$ cat config.mk
export PLATFORM = sky130hd
export DESIGN_NAME = serial_port_transmit_status_core
export DESIGN_NICKNAME = d
export VERILOG_FILES = /design/src/sv/sptx_pkg.sv /design/src/sv/sptx_engine.sv /design/src/sv/serial_port_transmit_status_core.sv
export SDC_FILE = /design/constraint.sdc
export NUM_CORES = 1
export LEC_CHECK = 0
export ABC_AREA = 1
export ABC_CLOCK_PERIOD_IN_PS = 4400
export BUFFER_PORTS_ARGS = -buffer_cell sky130_fd_sc_hd__buf_2
export CAP_MARGIN = 0
export CORE_AREA = 2 2 114 116
export CTS_CLUSTER_DIAMETER = 200
export CTS_CLUSTER_SIZE = 40
export DETAILED_ROUTE_END_ITERATION = 16
export DIE_AREA = 0 0 116 118
export HOLD_SLACK_MARGIN = 0.02
export PLACE_DENSITY = 0.81
export SYNTH_ARGS = -nofsm -noshare
export SYNTH_HDL_FRONTEND = slang
export SYNTH_SLANG_ARGS = --single-unit
$ cat constraint.sdc
create_clock -name i_clk -period 4.4 [get_ports i_clk]
set_input_delay 0.88 -clock i_clk [delete_from_list [all_inputs] [get_ports i_clk]]
set_output_delay 0.88 -clock i_clk [all_outputs]
set_load 0.01 [all_outputs]
$ cat src/sv/sptx_pkg.sv
// ============================================================================
// sptx_pkg: shared types and constants for the serial transmit status core
// Item layouts, action codes, config indexes and frame length helper.
// ============================================================================
package sptx_pkg;

    localparam int unsigned DataW      = 16;
    localparam int unsigned ElapsedW   = 16;
    localparam int unsigned WordW      = 10;
    localparam int unsigned PeriodW    = 14;
    localparam int unsigned CountW     = 18;
    localparam int unsigned CfgIdxW    = 8;
    localparam int unsigned CfgDataW   = 16;
    localparam int unsigned InTdataW   = 40;   // 33 payload bits padded to bytes
    localparam int unsigned OutTdataW  = 32;   // 28 payload bits padded to bytes

    typedef enum logic [1:0] {
        ACT_READ_STATUS = 2'd0,
        ACT_WRITE_DATA  = 2'd1,
        ACT_END_OF_LINE = 2'd2,
        ACT_IRQ_UPDATE  = 2'd3
    } t_action;

    localparam logic [CfgIdxW-1:0] CFG_BIT_PERIOD = 8'd0;
    localparam logic [CfgIdxW-1:0] CFG_LONG_MODE  = 8'd1;

    // status word bit positions
    localparam int unsigned ST_SHIFT_EMPTY = 12;
    localparam int unsigned ST_HOLD_EMPTY  = 13;
    localparam int unsigned ST_RX_FULL     = 14;

    typedef struct packed {
        logic               long_mode;
        logic [PeriodW-1:0] bit_period;
    } t_cfg;

    typedef struct packed {
        t_action             action;
        logic [DataW-1:0]    data_word;
        logic [ElapsedW-1:0] elapsed_cycles;
        logic                rbf_request;
    } t_in_item;

    typedef struct packed {
        logic [DataW-1:0] read_word;
        logic             tbe_interrupt;
        logic             tx_start;
        logic [WordW-1:0] tx_word;
    } t_out_item;

    // engine status seen by the top level checks
    typedef struct packed {
        logic shift_empty;
        logic count_zero;
    } t_eng_status;

    // (period + 1) * 10 or 11, built from shifts and adds
    function automatic logic [CountW-1:0] frame_cycles(input t_cfg cfg);
        logic [CountW-1:0] x;
        begin
            x = {{(CountW-PeriodW){1'b0}}, cfg.bit_period} + 18'd1;
            frame_cycles = (x << 3) + (x << 1) + (cfg.long_mode ? x : 18'd0);
        end
    endfunction

endpackage

$ cat src/sv/sptx_engine.sv
// ============================================================================
// sptx_engine: transmit buffer, shifter and countdown state
// Applies one item per step and produces its result combinationally.
// ============================================================================
module sptx_engine (
    input  logic                 i_clk,
    input  logic                 i_rst_n,
    input  logic                 i_step,
    input  sptx_pkg::t_in_item   i_item,
    input  sptx_pkg::t_cfg       i_cfg,
    output sptx_pkg::t_out_item  o_result,
    output sptx_pkg::t_eng_status o_status
);

    logic [sptx_pkg::WordW-1:0]  r_holding,  n_holding;
    logic [sptx_pkg::WordW-1:0]  r_shifter,  n_shifter;
    logic                        r_hold_empty, n_hold_empty;
    logic                        r_shift_empty, n_shift_empty;
    logic [sptx_pkg::CountW-1:0] r_count,    n_count;
    logic                        r_rx_full,  n_rx_full;

    logic [sptx_pkg::CountW-1:0] elapsed_ext;
    logic [sptx_pkg::CountW-1:0] count_dec;
    logic [sptx_pkg::DataW-1:0]  status_word;
    logic                        moved;

    assign elapsed_ext = {{(sptx_pkg::CountW-sptx_pkg::ElapsedW){1'b0}}, i_item.elapsed_cycles};
    // saturating decrement
    assign count_dec   = (r_count > elapsed_ext) ? (r_count - elapsed_ext) : '0;

    always_comb begin
        n_holding     = r_holding;
        n_shifter     = r_shifter;
        n_hold_empty  = r_hold_empty;
        n_shift_empty = r_shift_empty;
        n_count       = r_count;
        n_rx_full     = r_rx_full;
        status_word   = '0;
        moved         = 1'b0;

        unique case (i_item.action)
            sptx_pkg::ACT_READ_STATUS: begin
                status_word[sptx_pkg::ST_SHIFT_EMPTY] = r_shift_empty;
                status_word[sptx_pkg::ST_HOLD_EMPTY]  = r_hold_empty;
                status_word[sptx_pkg::ST_RX_FULL]     = r_rx_full;
            end
            sptx_pkg::ACT_WRITE_DATA: begin
                n_holding    = i_item.data_word[sptx_pkg::WordW-1:0];
                n_hold_empty = 1'b0;
                // nonzero word goes straight to an idle shifter
                if (n_holding != '0 && r_shift_empty) begin
                    moved = 1'b1;
                end
            end
            sptx_pkg::ACT_END_OF_LINE: begin
                if (!r_shift_empty) begin
                    n_count = count_dec;
                    if (count_dec == '0) begin
                        n_shift_empty = 1'b1;
                        moved         = !r_hold_empty;
                    end
                end
            end
            sptx_pkg::ACT_IRQ_UPDATE: begin
                n_rx_full = i_item.rbf_request;
            end
            default: ;
        endcase

        if (moved) begin
            n_shifter     = n_holding;
            n_shift_empty = 1'b0;
            n_hold_empty  = 1'b1;
            n_count       = sptx_pkg::frame_cycles(i_cfg);
        end
    end

    always_ff @(posedge i_clk) begin
        if (!i_rst_n) begin
            r_holding     <= '0;
            r_shifter     <= '0;
            r_hold_empty  <= 1'b1;
            r_shift_empty <= 1'b1;
            r_count       <= '0;
            r_rx_full     <= 1'b0;
        end else if (i_step) begin
            r_holding     <= n_holding;
            r_shifter     <= n_shifter;
            r_hold_empty  <= n_hold_empty;
            r_shift_empty <= n_shift_empty;
            r_count       <= n_count;
            r_rx_full     <= n_rx_full;
        end
    end

    assign o_result.read_word     = status_word;
    assign o_result.tbe_interrupt = moved;
    assign o_result.tx_start      = moved;
    assign o_result.tx_word       = n_shifter;

    assign o_status.shift_empty = r_shift_empty;
    assign o_status.count_zero  = (r_count == '0);

endmodule

$ cat src/sv/serial_port_transmit_status_core.sv
// ============================================================================
// serial_port_transmit_status_core: serial transmit buffer and status block
// Double-buffered transmitter flags, countdown and status word, one item per
// cycle when the m side is not stalled, through an input and a result register.
// ============================================================================
//
//  channel   | direction | handshake              | payload
//  ----------+-----------+------------------------+---------------------------
//  s (items) | in        | i_s_tvalid/o_s_tready  | tuser action, tdata fields
//  m (result)| out       | o_m_tvalid/i_m_tready  | tdata result fields
//  cfg       | in        | i_cfg_valid/o_cfg_ready| index + data, always ready
//
//  An accepted item passes through the input register, then the result register;
//  one item per cycle sustained while the m side is not stalled.
//  Reset (synchronous, i_rst_n low) empties both stages; flags back to empty.
//  A stall on the m side holds the result register; the input register
//  still takes one item, then o_s_tready drops until the result moves.
//  Config writes are taken every cycle and land the next edge.
//
module serial_port_transmit_status_core (
    input  logic                               i_clk,
    input  logic                               i_rst_n,
    // item input
    input  logic                               i_s_tvalid,
    output logic                               o_s_tready,
    input  logic [1:0]                         i_s_tuser,  // [1:0] action
    // [15:0] data_word, [31:16] elapsed_cycles, [32] rbf_request, rest zero
    input  logic [sptx_pkg::InTdataW-1:0]      i_s_tdata,
    // result output
    output logic                               o_m_tvalid,
    input  logic                               i_m_tready,
    // [15:0] read_word, [16] tbe_interrupt, [17] tx_start, [27:18] tx_word
    output logic [sptx_pkg::OutTdataW-1:0]     o_m_tdata,
    // config writes
    input  logic                               i_cfg_valid,
    output logic                               o_cfg_ready,
    input  logic [sptx_pkg::CfgIdxW-1:0]       i_cfg_index,
    input  logic [sptx_pkg::CfgDataW-1:0]      i_cfg_data
);

    // config registers
    sptx_pkg::t_cfg       r_cfg;

    // input stage
    logic                 r_in_valid;
    sptx_pkg::t_in_item   r_in;

    // result stage
    logic                 r_out_valid;
    sptx_pkg::t_out_item  r_out;

    sptx_pkg::t_out_item   eng_result;
    sptx_pkg::t_eng_status eng_status;

    logic advance;   // result register free to take the input stage
    logic step;      // input stage item is applied this cycle

    assign advance    = !r_out_valid || i_m_tready;
    assign step       = r_in_valid && advance;
    assign o_s_tready = !r_in_valid || advance;

    assign o_cfg_ready = 1'b1;

    // out-of-range indexes fall through untouched
    always_ff @(posedge i_clk) begin
        if (!i_rst_n) begin
            r_cfg <= '0;
        end else if (i_cfg_valid) begin
            if (i_cfg_index == sptx_pkg::CFG_BIT_PERIOD) begin
                r_cfg.bit_period <= i_cfg_data[sptx_pkg::PeriodW-1:0];
            end else if (i_cfg_index == sptx_pkg::CFG_LONG_MODE) begin
                r_cfg.long_mode <= i_cfg_data[0];
            end
        end
    end

    // input register
    always_ff @(posedge i_clk) begin
        if (!i_rst_n) begin
            r_in_valid <= 1'b0;
        end else if (o_s_tready) begin
            r_in_valid <= i_s_tvalid;
        end
    end

    always_ff @(posedge i_clk) begin
        if (o_s_tready && i_s_tvalid) begin
            r_in.action         <= sptx_pkg::t_action'(i_s_tuser);
            r_in.data_word      <= i_s_tdata[15:0];
            r_in.elapsed_cycles <= i_s_tdata[31:16];
            r_in.rbf_request    <= i_s_tdata[32];
        end
    end

    sptx_engine u_engine (
        .i_clk    (i_clk),
        .i_rst_n  (i_rst_n),
        .i_step   (step),
        .i_item   (r_in),
        .i_cfg    (r_cfg),
        .o_result (eng_result),
        .o_status (eng_status)
    );

    // result register
    always_ff @(posedge i_clk) begin
        if (!i_rst_n) begin
            r_out_valid <= 1'b0;
        end else if (advance) begin
            r_out_valid <= r_in_valid;
        end
    end

    always_ff @(posedge i_clk) begin
        if (step) begin
            r_out <= eng_result;
        end
    end

    assign o_m_tvalid = r_out_valid;
    assign o_m_tdata  = {{(sptx_pkg::OutTdataW-28){1'b0}},
                         r_out.tx_word, r_out.tx_start, r_out.tbe_interrupt,
                         r_out.read_word};

    // ---------------------------------------------------------------- checks

    // busy shifter always has time left; an idle one has a cleared countdown
    a_count_tracks_shifter: assert property (@(posedge i_clk) disable iff (!i_rst_n)
        eng_status.shift_empty == eng_status.count_zero)
        else $error("countdown out of step with shifter state");

    // a full pipeline under stall must push back on the input side
    a_backpressure: assert property (@(posedge i_clk) disable iff (!i_rst_n)
        (r_in_valid && r_out_valid && !i_m_tready) |-> !o_s_tready)
        else $error("input taken while both stages are held");

    // status word only ever carries the three flag bits
    a_status_bits: assert property (@(posedge i_clk) disable iff (!i_rst_n)
        o_m_tvalid |-> (r_out.read_word[15] == 1'b0 && r_out.read_word[11:0] == 12'd0))
        else $error("status word has bits outside the flag field");

    // an item applied with the result stage free shows up as a result next cycle
    a_step_lands: assert property (@(posedge i_clk) disable iff (!i_rst_n)
        step |=> o_m_tvalid)
        else $error("applied item did not reach the result register");

endmodule
### Word-level counts from Yosys, hierarchy flattened

Cells that the tools add are included.

* add/subtract/negate cells: 4
* magnitude comparators: 1
* equality and inequality tests: 5
* multiplexer cells: 17
* bitwise logic cells: 1
* reductions and logical operators: 20

Operators with widths (count)
* $mux 18: 5
* $add 18x18->18: 2
* $mux 10: 2
* $gt 18x16->1: 1
* $logic_not 18->1: 1
* $sub 18x16->18: 1
* $add 14x1->15 const B: 1
* $reduce_bool 10->1: 1
* $mux 1: 9
* $eq 8x1->1 const B: 1
* $logic_not 8->1: 1
* $reduce_and 2->1: 4
* $reduce_and 3->1: 2
* $eq 2x2->1 const B: 2
* $reduce_bool 2->1: 2
* $logic_and 1x1->1: 3
* $logic_not 1->1: 3
* $eq 2x1->1 const B: 1
* $logic_not 2->1: 1
* $logic_or 1x1->1: 2
* $ne 2x2->1 const B: 1
* $pmux 1 s2: 1
* $not 1->1: 1

* register bits after elaboration: 101
* bits of input ports: 71
* output and inout port bits: 35
* logic and storage cells: 65

### Depth between registers and ports, before layout

Gate-level depths: netlist (run 1).

* word-level depth: 8
* gate-level depth with buffers: 25
* depth with buffers taken out: 25

### Cells and area by module

Synthesis (run 1) repeated with hierarchy kept, for this count alone.

* cells, all modules: 1002
* area, all modules: 7733.7 µm²

Modules (own cells, without submodules)
* sptx_engine: times used 1, cells each 813, area an instance 4969.8 µm², seq. area each 820.8 µm²
* serial_port_transmit_status_core: times used 1, cells each 189, area an instance 2763.9 µm², seq. area each 2232.1 µm²

### Worst setup path after synthesis (run 1)

Ideal clock, no wire load.

* kind: register -> register
* start: register r_cfg[2] in the netlist's numbering
* end: register u_engine.r_count[16] in the netlist's numbering
* setup time: 72 ps
* arrival: 3402 ps
* required time: 4328 ps
* setup slack: 926 ps
* stages on the path, launching flop included: 26
* buffers on the path: 0
* clock period less this slack: 3474 ps
* cell sequence: dfxtp_1 -> nand3_1 -> nor2_1 -> inv_1 -> nor2_1 -> nand2_1 -> nor3_1 -> nand2_1 -> nand2_1 -> inv_1 -> or2_2 -> nor2_1 -> fa_1 -> ha_1 -> nand2_1 -> nor2_1 -> nand3_1 -> o2111ai_1 -> a21oi_1 -> nor2_1 -> nor2_1 -> xnor2_1 -> nand3_1 -> nand2_1 -> nand2_1 -> a21oi_1

* word-level cells in the longest chain between the ends: 4
* elaborated cells between the ends (all ways): 5
* classes of those cells: 3 x add/sub; 2 x mux

RTL lines
* from (decl): line serial_port_transmit_status_core.sv:42 `sptx_pkg::t_cfg r_cfg;`
* $add 14x1->15 (*): line sptx_pkg.sv:61 `x = {{(CountW-PeriodW){1'b0}}, cfg.bit_period} + 18'd1;`
* $add 18x18->18 / $mux 18 (equally long branches): line sptx_pkg.sv:62 `frame_cycles = (x << 3) + (x << 1) + (cfg.long_mode ? x : 18'd0);`
* $add 18x18->18 (*): line sptx_pkg.sv:62
* $mux 18 (*): line sptx_engine.sv:70 `if (moved) begin`
* to (signal assigned): line sptx_engine.sv:91 `r_count <= n_count;`
* to (decl): line sptx_engine.sv:19 `logic [sptx_pkg::CountW-1:0] r_count, n_count;`

Mark *: on every way between the ends. The rest lies on a longest branch, timed or not.
A chain may end at the register's enable or synchronous reset.

### Final worst setup path (run 1)

Same ends and word-level chain as after synthesis.

==> metrics.txt, run 1 <==
CTS tree built; vias 5934; Die X 116 um; MaxCap Viol Count 0; die height 118 um; final hold viol count 0; Max Clock Freq 257 MHz; met1 global-route usage 30.5%; Leakage Power 3.75 nW; DRC errors left 0; Hold Buf Count CTS 0; Setup-failing EPs final 0; fraction of layout cells with a size suffix above 1 12.6%; cts bufs inserted 9; critical path class register to register; Main synth FF type dfxtp_1; Syn Area/Cell 7.43 um2; Detail Route Antenna Nets 0; Post-synth EDFFs 43; Final Skew 0.0127 ns; Post-CTS Repair Setup Buffers 0; initial antenna violation count 0; global routing's busiest layer met2; setup TNS 0 ns; flip-flop and latch area 0.00245 mm2; IO Pins 106; Tmin final 3.89 ns; routed wire length 14900 um; routed wire length per instance 12.9 um; ANT cells 0; most common cell after layout, fill and taps aside nand2_1; worst-margin pin slew 0.744 ns; Filler cells 1161; Initial Utilization 55.4%; Buffers on Ports 72; power per cell area 269 mW/mm2; WHS 0.451 ns; outcome finished, final reports clean; area occupied by multi-input gates 0.00370 mm2; Core Box Area 0.0124 mm2; synthesized flop and latch total 101; Iteration-0 DRC Markers 460; H-tree levels 3; final period utilization 88.5%; Async S/R FF share, synth 0%; cell chosen for the clock root clkbuf_16; synthesized cell area 0.00687 mm2; Mapped Cells 925; Peak VDD IR 0.182 mV; Startpoint Class register; met2 Resource Use GR 36.3%; met3 Track Usage GR 5.20%; clock transition at the registers of the reported paths 0.07 ns; most frequent cells in the layout nand2_1 (238), inv_1 (126), nor2_1 (85); die area 0.0137 mm2; # rows 41; CP max FO 5; Worst-Skew Late Latency 0.36 ns; largest net degree at the start of global routing 47; final slew viol count 0; post_cts resized 0; Area Growth Syn to Fin 9.91%; clock sinks 101; post-synthesis sequential area ratio 35.7%; vias per cell 5.10; Placer Congestion 0.952; library cells used by synthesis 44; first-pass GRT wire length 25300 um; GR Util All Layers 22.9%; vias in the first global route 5689; slew margin rel. 50.4%; critical path arrival 4.18 ns; first-pass detailed-route iteration total 5; Ys Warns 0; data required time of the critical path 4.69 ns; RSZ-0062 raised after global routing no; Clock Tree Buf Depth 2; Final HPWL DP 11400 um; HP Class register to register; final net count 1110; Overflow after GRT 0; CP endpoint kind register
[critical path, cell delays in order, from the launching register on]
cell and delay, ns:
dfxtp_1 0.38, nand3_1 0.11, nor2_1 0.10, inv_1 0.07, nor2_1 0.13, nand2_1 0.10
nor3_2 0.17, nand2_1 0.10, nand2_1 0.06, inv_1 0.03, or2_2 0.27, nor2_1 0.12
fa_1 0.43, ha_1 0.40, nand2_1 0.07, nor2_1 0.12, nand3_1 0.09, o2111ai_1 0.15
a21oi_1 0.11, nor2_1 0.10, nor2_1 0.06, xnor2_1 0.24, nand3_1 0.14, nand2_1 0.10
nand2_1 0.05, a21oi_1 0.11
[through the flow]
stage | setup WS (ns) | util [%] | area [um2] | instances | power (mW)
2_1_floorplan | 0.926 | - | 6930 | 941 | 1.22
3_3_place_gp | 0.525 | 58.2 | 7220 | 1147 | 1.26
3_5_place_dp | 0.462 | 58.2 | 7220 | 1147 | 1.27
4_1_cts | 0.446 | 60.5 | 7510 | 1163 | 2.04
5_1_grt | 0.0340 | 60.8 | 7550 | 1163 | 2.11
6_report | 0.507 | 60.8 | 7550 | 1163 | 2.03
[state kept, by name (all words and copies together), names as in the netlist]
| register | count |
|---|---|
| r_in | 29 |
| u_engine.r_count | 18 |
| r_cfg | 15 |
| o_m_tdata | 14 |
| u_engine.r_holding | 10 |
| u_engine.r_shifter | 10 |
| o_m_tvalid | 1 |
| r_in_valid | 1 |
| u_engine.r_hold_empty | 1 |
| u_engine.r_rx_full | 1 |
| u_engine.r_shift_empty | 1 |
[cells by family after synthesis]
logic type                 Yosys count  share of synthesized area [%]
xor gates and xnor gates            22                           2.80
AOI/OAI and AO/OA                  139                           10.7
other                                2                          0.109
buffers and inverters              177                           11.9
adders and majority gates           53                           11.2
and+or+nand+nor                    431                           27.6
DFF                                101                           35.7
[layout make-up]
type | count | share of cell area, %
tap | 172 | 2.85
clock inverter | 3 | 0.348
inverter | 136 | 6.79
timing repair buffer | 75 | 5.07
sequential | 101 | 32.5
clock buffer | 13 | 3.45
multi-input combinational | 663 | 49.0
[final timing paths]
kind	start	to	slack [ns]	cells past startpoint
hold / removal	u_engine.r_shifter[6]$_SDFFE_PN0P_	u_engine.r_shifter[6]$_SDFFE_PN0P_	0.45	2
hold reg to reg	u_engine.r_shifter[6]$_SDFFE_PN0P_	u_engine.r_shifter[6]$_SDFFE_PN0P_	0.45	2
setup / recovery	r_cfg[2]$_SDFFE_PN0P_	u_engine.r_count[16]$_SDFFE_PN0P_	0.51	25
setup reg to reg	r_cfg[2]$_SDFFE_PN0P_	u_engine.r_count[16]$_SDFFE_PN0P_	0.51	25
[report_power, final]
group	internal [mW]	total, mW	switching, mW
Combinational	0.0745	0.223	0.148
Sequential	1.01	1.03	0.0149
Clock	0.421	0.777	0.356
[metal layers]
| layer | routed length, um | part of all wire [%] |
|---|---|---|
| met4 | 344 | 2.3 |
| met2 | 6830 | 46 |
| met5 | 0 | 0 |
| met1 | 6880 | 46 |
| met3 | 898 | 6.0 |
[synth_stat cells, types with 2 or more instances]
cell type / count / area, um2
fa_1: 14 / 280
o21ai_0: 55 / 275
or2_2: 2 / 12.5
nand3b_1: 15 / 113
a21oi_1: 59 / 295
nand2_1: 238 / 893
o311ai_0: 2 / 17.5
nand4_1: 4 / 25.0
nand3_2: 2 / 20.0
o21ai_1: 6 / 30.0
clkbuf_1: 8 / 30.0
edfxtp_1: 43 / 1290
nand3_1: 47 / 235
buf_2: 2 / 10.0
nand2_4: 3 / 33.8
nor2_1: 88 / 330
ha_1: 39 / 488
o211ai_1: 2 / 15.0
nand2_2: 7 / 43.8
buf_6: 8 / 90.1
inv_2: 7 / 26.3
nor4_1: 5 / 31.3
o22ai_1: 6 / 37.5
xnor2_1: 6 / 52.6
clkinv_1: 2 / 7.51
nor3_1: 11 / 55.1
inv_1: 126 / 473
conb_1: 2 / 7.51
a31oi_1: 6 / 37.5
o2111ai_1: 2 / 17.5
buf_4: 21 / 158
dfxtp_1: 58 / 1160
xor2_1: 16 / 140
nor2_2: 3 / 18.8
Note: power is estimated with default switching activity, not from simulation.
==> run 2: changes to the inputs <==
--- a/config.mk
+++ b/config.mk
@@ -6,7 +6,7 @@
 export NUM_CORES = 1
 export LEC_CHECK = 0
 export ABC_AREA = 1
-export ABC_CLOCK_PERIOD_IN_PS = 4400
+export ABC_CLOCK_PERIOD_IN_PS = 3900
 export BUFFER_PORTS_ARGS = -buffer_cell sky130_fd_sc_hd__buf_2
 export CAP_MARGIN = 0
 export CORE_AREA = 2 2 114 116
==> constraint.sdc (replaced) <==
create_clock -name i_clk -period 3.9 [get_ports i_clk]
set_input_delay 0.78 -clock i_clk [delete_from_list [all_inputs] [get_ports i_clk]]
set_output_delay 0.78 -clock i_clk [all_outputs]
set_load 0.01 [all_outputs]
==> run 2 against run 1 <==
Effect of this change:
- first-iteration DRC count decreased by 28%
- sequential share of layout area fell by 0.68 points
- die area unchanged
- global-route usage rose by 0.56 points
- power up 16%
- combinational power grew 13%
- hold slack worse by 0.0027 ns
- design area is 2.3% higher
- flip-flop and latch count is the same
- largest cell class unchanged
- highest routed layer unchanged
==> metrics.txt, run 2 (synthesis gave the netlist of run 1 again) <==
fraction of layout cells with a size suffix above 1 15.1% (+2.5 points); critical path class register to register; Detail Route Antenna Nets 0 (unchanged); Clock Tree Buf Depth 2 (unchanged); cell chosen for the clock root clkbuf_16; # rows 41 (unchanged); CTS tree built; Tmin final 3.77 ns (-0.121 ns); vias 5965 (+0.52%); most frequent cells in the layout nand2_1 (237), inv_1 (125), nor2_1 (82); max reg flops 29 (unchanged); IO Pins 106 (unchanged); final hold viol count 0 (unchanged); Post-CTS Repair Setup Buffers 0 (unchanged); die height 118 um (unchanged); first-pass detailed-route iteration total 5 (unchanged); power per cell area 305 mW/mm2 (+13%); slew margin rel. 50.6% (+0.18 points); cts bufs inserted 9 (unchanged); H-tree levels 3 (unchanged); routed wire length 15500 um (+3.7%); GR Util All Layers 23.5% (+0.56 points); Setup-failing EPs final 0 (unchanged); Worst-Skew Late Latency 0.36 ns (about the same); CP max FO 4 (-1); clock transition at the registers of the reported paths 0.08 ns (about the same); first-pass GRT wire length 25900 um (+2.6%); die area 0.0137 mm2 (unchanged); routed wire length per instance 13.3 um (+3.2%); Overflow after GRT 0 (unchanged); HP Class register to register; pre-CTS WS 0.0526 ns (-0.409 ns); largest net degree at the start of global routing 47 (unchanged); worst-margin pin slew 0.741 ns (-0.00263 ns); Iteration-0 DRC Markers 333 (-28%); Die X 116 um (unchanged); data required time of the critical path 4.19 ns (-0.50 ns); Max Clock Freq 265 MHz (+3.2%); Top Registers r_in: 29 flops, u_engine.r_count: 18 flops, r_cfg: 15 flops; setup ws final 0.127 ns (-0.379 ns); final slew viol count 0 (unchanged); Initial Utilization 55.4% (unchanged); CP endpoint kind register; Final Skew 0.0121 ns (-0.000568 ns); most common cell after layout, fill and taps aside nand2_1; Placer Congestion 0.952 (unchanged); final period utilization 96.7% (+8.2 points); Leakage Power 3.82 nW (+2.0%); Buffers on Ports 72 (unchanged); DRC errors left 0 (unchanged); Area Growth Syn to Fin 12.4%; vias in the first global route 5775 (+1.5%); critical path arrival 4.06 ns (-0.12 ns); Hold Buf Count CTS 0 (unchanged); vias per cell 5.10 (about the same); final net count 1116 (+0.54%); Core Box Area 0.0124 mm2 (unchanged); Final HPWL DP 11500 um (+1.3%); initial antenna violation count 0 (unchanged); outcome finished, final reports clean; MaxCap Viol Count 0 (unchanged); Biggest register r_in; final core area utilization 62.2% (+1.4 points); RSZ-0062 raised after global routing yes; post_cts resized 0 (unchanged); ANT cells 0 (unchanged); Startpoint Class register; clock sinks 101 (unchanged); Peak VDD IR 0.193 mV (+5.8%)
==> run 2: cell count changes in the layout (fill, tap and decap cells not counted), sizes merged <==
| cell | delta |
|---|---|
| clkinv | +1 |
| bufinv | +1 |
| buf | +6 |
| clkinvlp | +2 |
| clkbuf | -4 |
==> run 2: power by group <==
| part | internal, mW | switching [mW] |
|---|---|---|
| logic | 0.0846 | 0.168 |
| registers | 1.14 | 0.0173 |
| clock network | 0.507 | 0.434 |
==> run 2: path summary, 6_finish.rpt <==
path / endpoint / cells after the start / slack [ns] / start
max: u_engine.r_count[16]$_SDFFE_PN0P_ / 25 / 0.13 / r_cfg[2]$_SDFFE_PN0P_
min: u_engine.r_shifter[6]$_SDFFE_PN0P_ / 2 / 0.45 / u_engine.r_shifter[6]$_SDFFE_PN0P_
max reg2reg: u_engine.r_count[16]$_SDFFE_PN0P_ / 25 / 0.13 / r_cfg[2]$_SDFFE_PN0P_
min reg2reg: u_engine.r_shifter[6]$_SDFFE_PN0P_ / 2 / 0.45 / u_engine.r_shifter[6]$_SDFFE_PN0P_
==> run 2: stage by stage <==
| stage | hold WS, ns | instance area [um2] | TNS, ns | cells | power [mW] |
|---|---|---|---|---|---|
| after floorplan | 0.424 | 6930 | 0 | 941 | 1.37 |
| after global placement | 0.434 | 7270 | 0 | 1153 | 1.43 |
| after detailed placement | 0.438 | 7270 | 0 | 1153 | 1.43 |
| after CTS | 0.447 | 7580 | 0 | 1169 | 2.36 |
| after global routing | 0.461 | 7720 | -0.216 | 1169 | 2.44 |
| final | 0.448 | 7720 | 0 | 1169 | 2.35 |
==> run 2: final cells by class <==
| class | count | area (um2) |
|---|---|---|
| fill | 1157 | 4690 |
| multi-input combinational | 663 | 3800 |
| sequential | 101 | 2460 |
| inverter | 136 | 513 |
| timing repair buffer | 81 | 428 |
| clock buffer | 9 | 225 |
| tap | 172 | 215 |
| clock inverter | 7 | 83.8 |
==> run 2: routing by layer <==
layer	GRT usage (%)	vias to the layer above	share of wire [%]
met5	0	-	0
met4	6.99	0	1.7
met3	5.20	22	6.1
met2	37.9	171	47
met1	31.4	2692	45
li1	-	3080	-
==> run 2: critical path, cell delays in order, from the launching register on <==
cell and delay, ns:
dfxtp_2 0.35, nand3_1 0.10, nor2_1 0.09, inv_1 0.07, nor2_1 0.15, nand2_1 0.10, nor3_2 0.16, nand2_1 0.09
nand2_1 0.06, inv_1 0.03, or2_2 0.28, inv_1 0.12, fa_1 0.48, ha_4 0.32, nand2_1 0.08, nor2_2 0.13
nand3_1 0.13, o2111ai_2 0.12, a21oi_1 0.10, nor2_1 0.09, nor2_1 0.05, xnor2_1 0.23, nand3_1 0.11, nand2_1 0.09
nand2_1 0.05, a21oi_1 0.11
